File: config.mk
export PLATFORM = sky130hd
export DESIGN_NAME = csv_field_splitter_top
export DESIGN_NICKNAME = d
export VERILOG_FILES = /design/src/rtl/core/csvfs_pkg.sv /design/src/rtl/core/csvfs_parser.sv /design/src/rtl/core/csvfs_outq.sv /design/src/rtl/core/csv_field_splitter_top.sv
export SDC_FILE = /design/constraint.sdc
export NUM_CORES = 1
export LEC_CHECK = 0
export ABC_CLOCK_PERIOD_IN_PS = 4300
export BUFFER_PORTS_ARGS = -buffer_cell sky130_fd_sc_hd__buf_2
export CAP_MARGIN = 10
export CORE_ASPECT_RATIO = 0.9
export CORE_MARGIN = 4
export CORE_UTILIZATION = 51
export CTS_BUF_LIST = sky130_fd_sc_hd__clkbuf_4 sky130_fd_sc_hd__clkbuf_8
export CTS_CLUSTER_DIAMETER = 200
export CTS_CLUSTER_SIZE = 20
export DETAILED_ROUTE_END_ITERATION = 12
export PLACE_DENSITY = 0.72
export SETUP_SLACK_MARGIN = 0.1
export SLEW_MARGIN = 20
export SYNTH_ARGS = -nofsm -noshare
export SYNTH_HDL_FRONTEND = slang
export SYNTH_SLANG_ARGS = --single-unit
File: constraint.sdc
create_clock -name clk -period 4.3 [get_ports clk]
set_input_delay 0.86 -clock clk [delete_from_list [all_inputs] [get_ports clk]]
set_output_delay 0.86 -clock clk [all_outputs]
set_load 0.02 [all_outputs]
File: src/rtl/core/csvfs_pkg.sv
// Package for the CSV field splitter: result record, codes and limits.
// Used by the parser, the result queue, the top level and the checker.
package csvfs_pkg;

    localparam int MAX_COLUMNS = 256;
    localparam int COL_W       = 9;
    localparam logic [COL_W-1:0] COL_CAP =
        (MAX_COLUMNS > 511) ? COL_W'(511) : COL_W'(MAX_COLUMNS);

    localparam logic [15:0] QUOTE_SINGLE = 16'd39;
    localparam logic [15:0] QUOTE_DOUBLE = 16'd34;
    localparam logic [15:0] SEP_RESET    = 16'd44;

    // opening quote codes
    localparam logic [1:0] OQ_NONE   = 2'd0;
    localparam logic [1:0] OQ_SINGLE = 2'd1;
    localparam logic [1:0] OQ_DOUBLE = 2'd2;

    // result kinds
    localparam logic [1:0] RK_CHAR      = 2'd0;
    localparam logic [1:0] RK_FIELD_END = 2'd1;
    localparam logic [1:0] RK_LINE_END  = 2'd2;

    // input kinds
    localparam logic KIND_CHAR = 1'b0;
    localparam logic KIND_EOL  = 1'b1;

    // configuration register indexes
    localparam int CFG_IDX_W = 8;
    localparam logic [CFG_IDX_W-1:0] CFG_SEPARATOR = 8'd0;
    localparam logic [CFG_IDX_W-1:0] CFG_HEADER    = 8'd1;
    localparam logic [CFG_IDX_W-1:0] CFG_STRIP     = 8'd2;

    // result queue geometry
    localparam int Q_AW    = 2;
    localparam int Q_DEPTH = 1 << Q_AW;

    typedef struct packed {
        logic [1:0]       kind;
        logic [15:0]      ch;
        logic [COL_W-1:0] col;
        logic             wrapped;
        logic             header;
    } res_t;

    typedef struct packed {
        logic one;
        logic two;
        res_t r0;
        res_t r1;
    } push_t;

endpackage

File: src/rtl/core/csvfs_parser.sv
// Field splitting state machine and configuration registers.
// Depends on csvfs_pkg; produces one or two results per transfer.
module csvfs_parser
    import csvfs_pkg::*;
(
    input  logic                 clk,
    input  logic                 rst_n,
    input  logic                 cfg_valid,
    input  logic [CFG_IDX_W-1:0] cfg_index,
    input  logic [15:0]          cfg_data,
    input  logic                 take,
    input  logic                 kind,
    input  logic [15:0]          char_in,
    output push_t                push
);

    logic [15:0]      sep_reg;
    logic             hdr_reg;
    logic             strip_reg;

    logic             fhc_reg, fhc_next;
    logic [1:0]       oq_reg, oq_next;
    logic             pwq_reg, pwq_next;
    logic [COL_W-1:0] col_reg, col_next;
    logic             ofl_reg, ofl_next;

    logic [COL_W-1:0] col_inc;
    logic [15:0]      own_quote;
    logic             is_sep;
    logic             hdr_now;
    res_t             r0, r1;
    logic             two;

    assign col_inc   = (col_reg < COL_CAP) ? col_reg + COL_W'(1) : col_reg;
    assign own_quote = (oq_reg == OQ_SINGLE) ? QUOTE_SINGLE : QUOTE_DOUBLE;
    assign is_sep    = (char_in == sep_reg);
    assign hdr_now   = hdr_reg & ofl_reg;

    always_comb
    begin
        fhc_next = fhc_reg;
        oq_next  = oq_reg;
        pwq_next = pwq_reg;
        col_next = col_reg;
        ofl_next = ofl_reg;
        two      = 1'b0;
        r0       = '{kind: RK_CHAR, ch: char_in, col: col_reg, wrapped: 1'b0,
                     header: hdr_now};
        r1       = '{kind: RK_LINE_END, ch: 16'd0, col: col_reg, wrapped: 1'b0,
                     header: hdr_now};
        if (kind == KIND_EOL)
        begin
            if (fhc_reg)
            begin
                // close the pending field, then report the line end
                two        = 1'b1;
                r0.kind    = RK_FIELD_END;
                r0.ch      = 16'd0;
                r0.wrapped = strip_reg & (oq_reg != OQ_NONE) & pwq_reg;
                r1.col     = col_inc;
            end
            else
            begin
                r0.kind = RK_LINE_END;
                r0.ch   = 16'd0;
            end
            fhc_next = 1'b0;
            oq_next  = OQ_NONE;
            pwq_next = 1'b0;
            col_next = '0;
            ofl_next = 1'b0;
        end
        else if (!fhc_reg)
        begin
            if (char_in == QUOTE_SINGLE || char_in == QUOTE_DOUBLE || !is_sep)
            begin
                if (char_in == QUOTE_SINGLE)
                    oq_next = OQ_SINGLE;
                else if (char_in == QUOTE_DOUBLE)
                    oq_next = OQ_DOUBLE;
                else
                    oq_next = OQ_NONE;
                fhc_next = 1'b1;
                pwq_next = (char_in == QUOTE_SINGLE || char_in == QUOTE_DOUBLE);
            end
            else
            begin
                // empty field
                r0.kind  = RK_FIELD_END;
                r0.ch    = 16'd0;
                col_next = col_inc;
                oq_next  = OQ_NONE;
                pwq_next = 1'b0;
            end
        end
        else if (oq_reg == OQ_NONE)
        begin
            if (is_sep)
            begin
                r0.kind  = RK_FIELD_END;
                r0.ch    = 16'd0;
                col_next = col_inc;
                fhc_next = 1'b0;
                pwq_next = 1'b0;
            end
        end
        else
        begin
            if (is_sep && pwq_reg)
            begin
                r0.kind    = RK_FIELD_END;
                r0.ch      = 16'd0;
                r0.wrapped = strip_reg;
                col_next   = col_inc;
                fhc_next   = 1'b0;
                oq_next    = OQ_NONE;
                pwq_next   = 1'b0;
            end
            else
                pwq_next = (char_in == own_quote);
        end
    end

    assign push = '{one: take, two: take & two, r0: r0, r1: r1};

    always_ff @(posedge clk or negedge rst_n)
    begin
        if (!rst_n)
        begin
            sep_reg   <= SEP_RESET;
            hdr_reg   <= 1'b0;
            strip_reg <= 1'b1;
            fhc_reg   <= 1'b0;
            oq_reg    <= OQ_NONE;
            pwq_reg   <= 1'b0;
            col_reg   <= '0;
            ofl_reg   <= 1'b1;
        end
        else
        begin
            if (cfg_valid)
            begin
                case (cfg_index)
                    CFG_SEPARATOR: sep_reg   <= cfg_data;
                    CFG_HEADER:    hdr_reg   <= cfg_data[0];
                    CFG_STRIP:     strip_reg <= cfg_data[0];
                    default:       ;
                endcase
            end
            if (take)
            begin
                fhc_reg <= fhc_next;
                oq_reg  <= oq_next;
                pwq_reg <= pwq_next;
                col_reg <= col_next;
                ofl_reg <= ofl_next;
            end
        end
    end

endmodule

File: src/rtl/core/csvfs_outq.sv
// Small result queue: takes one or two results per cycle, drains one.
// Depends on csvfs_pkg for the result record and the queue geometry.
module csvfs_outq
    import csvfs_pkg::*;
(
    input  logic  clk,
    input  logic  rst_n,
    input  push_t push,
    output logic  room,
    input  logic  pop,
    output logic  head_valid,
    output res_t  head
);

    res_t            mem [Q_DEPTH];
    logic [Q_AW-1:0] wr_reg, wr_next;
    logic [Q_AW-1:0] rd_reg, rd_next;
    logic [Q_AW:0]   cnt_reg, cnt_next;
    logic [Q_AW:0]   n_in;
    logic            do_pop;

    // room for a pair of results, so an end of line never overflows
    assign room       = (cnt_reg <= (Q_AW+1)'(Q_DEPTH - 2));
    assign head_valid = (cnt_reg != '0);
    assign head       = mem[rd_reg];
    assign do_pop     = pop & head_valid;

    always_comb
    begin
        n_in     = (Q_AW+1)'(push.one) + (Q_AW+1)'(push.two);
        wr_next  = wr_reg + n_in[Q_AW-1:0];
        rd_next  = rd_reg + Q_AW'(do_pop);
        cnt_next = cnt_reg + n_in - (Q_AW+1)'(do_pop);
    end

    always_ff @(posedge clk)
    begin
        if (push.one)
            mem[wr_reg] <= push.r0;
        if (push.two)
            mem[wr_reg + Q_AW'(1)] <= push.r1;
    end

    always_ff @(posedge clk or negedge rst_n)
    begin
        if (!rst_n)
        begin
            wr_reg  <= '0;
            rd_reg  <= '0;
            cnt_reg <= '0;
        end
        else
        begin
            wr_reg  <= wr_next;
            rd_reg  <= rd_next;
            cnt_reg <= cnt_next;
        end
    end

endmodule

File: src/rtl/core/csv_field_splitter_top.sv
// CSV field splitter top level: parser plus result queue.
// Depends on csvfs_pkg, csvfs_parser and csvfs_outq.
//
// Input channel (in_valid/in_ready, kind, char_in) carries characters and
// end-of-line marks. Output channel (out_valid/out_ready) carries one result
// per transfer: field characters, field ends (column, quotes_wrapped) and a
// line end with the field count. Configuration writes (cfg_valid/cfg_ready,
// cfg_index, cfg_data) are always taken; unknown indexes drop.
// Each result is registered in the result queue, behind any results still waiting.
// Throughput: one input per cycle while in_ready is high; an end of line that
// closes a field makes two results and the output side drains one per cycle
// while out_ready is high, so a line that ends in a field adds one extra result
// at its end. The four-entry result queue sets this: input is taken while at
// least two entries are free. Reset empties the queue and restores the register
// defaults (separator 44, header off, strip on) and the line state. When the
// receiver stalls, the queue fills and in_ready drops; nothing is lost.
module csv_field_splitter_top
    import csvfs_pkg::*;
(
    input  logic                 clk,
    input  logic                 rst_n,
    input  logic                 in_valid,
    output logic                 in_ready,
    input  logic                 kind,
    input  logic [15:0]          char_in,
    output logic                 out_valid,
    input  logic                 out_ready,
    output logic [1:0]           result_kind,
    output logic [15:0]          char_out,
    output logic [COL_W-1:0]     column,
    output logic                 quotes_wrapped,
    output logic                 header_line,
    input  logic                 cfg_valid,
    output logic                 cfg_ready,
    input  logic [CFG_IDX_W-1:0] cfg_index,
    input  logic [15:0]          cfg_data
);

    push_t push;
    res_t  head;
    logic  room;

    assign in_ready  = room;
    assign cfg_ready = 1'b1;

    csvfs_parser u_parser (
        .clk       (clk),
        .rst_n     (rst_n),
        .cfg_valid (cfg_valid),
        .cfg_index (cfg_index),
        .cfg_data  (cfg_data),
        .take      (in_valid & room),
        .kind      (kind),
        .char_in   (char_in),
        .push      (push)
    );

    csvfs_outq u_outq (
        .clk        (clk),
        .rst_n      (rst_n),
        .push       (push),
        .room       (room),
        .pop        (out_ready),
        .head_valid (out_valid),
        .head       (head)
    );

    assign result_kind    = head.kind;
    assign char_out       = head.ch;
    assign column         = head.col;
    assign quotes_wrapped = head.wrapped;
    assign header_line    = head.header;

endmodule

==> flow_metrics.tcl <==
set metrics [dict create \
    vias 5609 \
    post-route-period-util_pct 69.81 \
    syn_nets 725 \
    post_drt_wl_per_cell_um 19.50 \
    synth-main-ff-cell "dfxtp_1" \
    grt_overflow 0 \
    die-area_um2 15860 \
    ioPinCount 78 \
    die_w_um 132.3 \
    finalWorstSetupSlack_ns 1.298 \
    grt_usage_pct 23.41 \
    crit_end "char_out[0]" \
    clkSinkCount 155 \
    fin_setup_tns_ns 0 \
    tightest_slew_ns 0.8990 \
    cp_max_fo 30 \
    postSynthAreaPerCell_um2 10.55 \
    root_buffer "clkbuf_8" \
    htreeDepth 4 \
    synthArstFlopShare_pct 25.16 \
    seqCellArea_um2 3709 \
    clk_pin_slew_ns 0.08 \
    grt_pass1_wl_um 29210 \
    postLayoutCellArea_um2 8044 \
    irDropWorstVdd_uv 398.1 \
    relSlewSlack_pct 40.07 \
    final.min_clock_period_ns 3.002 \
    post_cts_resized 0 \
    r2r_setup_slack_ns 1.66 \
    routed_via_density 6.110 \
    reg2reg_depth 7 \
    setup_violations 0 \
    crit_path_end_kind "output pin" \
    status "finished, final reports clean" \
    total_leakage_power_nw 3.169 \
    r2r_end "u_outq.cnt_reg[2]" \
    num-fill-cells 1082 \
    p_per_area_nw_per_um2 656.1 \
    first_global_vias 5703 \
    synth_edf_count 40 \
    coreArea_um2 13460 \
    synth_warnings 0 \
    arrival_ns 2.14 \
    rsz0062_at_grt "no" \
    wirelength_um 17910 \
    yosysTopAreaCell "dfxtp_1" \
    die_y_um 119.9 \
    gp_congestion 0.8792 \
    synth_top_area_share_pct 21.45 \
    netlist_instances 672 \
    worstSetupStartpointType "register" \
    antenna_found_initial 0 \
    worstSetupPathType "reg -> out" \
    post_cts_buffers 0 \
    drtPass1Iterations 7 \
    area_growth_pct 13.43 \
    grt_max_degree 40 \
    yosysSeqAreaShare_pct 52.24 \
    start_util_pct 52.68 \
    crit_start "u_outq.rd_reg[0]" \
    hpwlAfterDp_um 12300 \
    maxCapViolCount 0 \
    hold_path_class "reg -> reg" \
    placed_cell_area_um2 7602 \
    io_buffers 76 \
    fin_nets 790 \
    synth_area_um2 7092 \
    multi_input_area_um2 3154 \
    fmax_ghz 0.3331 \
    skew_ns 0.008184 \
    drc_errors 0 \
    synthTopCellsByArea "dfxtp_1 (21%), edfxtp_1 (17%), dfrtp_1 (12%), mux4_2 (9.2%), nand2_1 (6.6%)" \
    hold_buffers 0 \
    diodes 0 \
    timing.rr.start "u_parser.fhc_reg" \
    yosysUniqueCellTypes 63 \
    clock_path_buffers 2 \
    numCtsBuffers 17 \
    cp.required_ns 3.44 \
    drt_iter0_markers 619 \
    clk_latency_ns 0.46 \
    detail-route-antenna-nets 0 \
    layout-drive-gt1-share_pct 24.13 \
    cts_tree "done" \
    largest_reg_flops 116 \
    synth-seq-cells 155 \
    slew_viol_final 0 \
    rows 40 \
    hold_viol 0 \
    pre_cts_ws_ns 1.288 \
]
area by class of cell:
| type | count | area share, % |
|---|---|---|
| clock buffers | 22 | 3.686 |
| clock inverters | 10 | 1.695 |
| inverters | 18 | 0.8399 |
| multi-input cells | 457 | 39.21 |
| flip-flops and latches | 155 | 46.10 |
| well taps | 168 | 2.613 |
| repair buffers | 88 | 5.848 |
synthesized netlist by cell type (3+ instances only):
cell / count
dfstp_2: 5
o21ai_0: 92
clkbuf_1: 33
or3_1: 3
mux4_2: 29
edfxtp_1: 40
a22oi_1: 3
nand4_1: 5
o22ai_1: 16
xnor2_1: 6
xor2_1: 19
dfrtp_1: 34
or4_1: 3
or2_2: 4
nand3_1: 5
inv_1: 17
nor3_1: 10
mux2_2: 18
dfxtp_1: 76
a31oi_1: 6
o31ai_1: 7
buf_2: 7
nand2_1: 124
nand2b_1: 4
ha_1: 6
nor2b_1: 4
nor2_1: 19
o21ai_1: 3
and2_1: 5
a22o_1: 6
nor4_1: 10
a21oi_1: 15
metrics by stage:
stage                     total power, mW  util, %  hold slack [ns]  std cells
after floorplan                     3.514        -           0.4196        672
after global placement              4.028    56.47           0.4280        886
after detailed placement            4.118    56.47           0.4369        886
after CTS                           5.293    59.68           0.4557        918
after global routing                5.586    59.75           0.4871        918
final                               5.277    59.75           0.4584        918
layer usage:
layer	routed length [um]	vias to the layer above	track usage [%]	share of wire [%]
li1	-	2586	-	-
met1	7876	2718	32.13	44
met2	8096	262	35.42	45
met3	1579	43	6.748	8.8
met4	353	0	9.091	2.0
met5	0	-	0	0
cell usage in the layout (no fill, tap or decap), types with 7 or more instances in the layout:
master    count
nand2_1     124
o21ai_0      92
buf_2        76
dfxtp_1      76
edfxtp_1     40
dfrtp_1      33
mux4_2       29
clkbuf_8     21
nor2_1       19
xor2_1       19
mux2_2       18
inv_1        17
o22ai_1      16
a21oi_1      15
buf_4        12
nor4_1       10
nor3_1       10
o31ai_1       7
how the worst min path moves through the flow:
stage	slack, ns	startpoint	cells past startpoint	to
3_3_place_gp	0.43	u_outq.mem[2][11]	2	u_outq.mem[2][11]
4_1_cts	0.46	u_outq.mem[2][21]	2	u_outq.mem[2][21]
2_1_floorplan	0.42	u_outq.mem[2][27]	2	u_outq.mem[2][27]
6_report	0.46	u_outq.mem[0][22]	2	u_outq.mem[0][22]
3_5_place_dp	0.44	u_outq.mem[2][21]	2	u_outq.mem[2][21]
5_1_grt	0.49	u_outq.mem[0][12]	2	u_outq.mem[0][12]
kinds of logic after synthesis:
kind of cell | after synthesis | share of synthesized area (%)
buf+inv | 60 | 3.370
flops | 155 | 52.24
compound gates | 169 | 14.20
other cells | 1 | 0.05288
mux | 49 | 12.35
simple gates | 206 | 13.36
fa+ha+maj | 7 | 1.341
xor+xnor | 25 | 3.088
power by group:
part / total [mW] / switching [mW] / internal (mW)
logic: 1.83 / 1.07 / 0.762
clock network: 1.18 / 0.538 / 0.643
registers: 2.27 / 0.332 / 1.94
critical path, cell delays in order, from the launching register on:
cell and delay, ns:
dfrtp_4 0.82, mux4_2 0.63, buf_2 0.19
No activity file was read; power rests on OpenSTA's default activity.
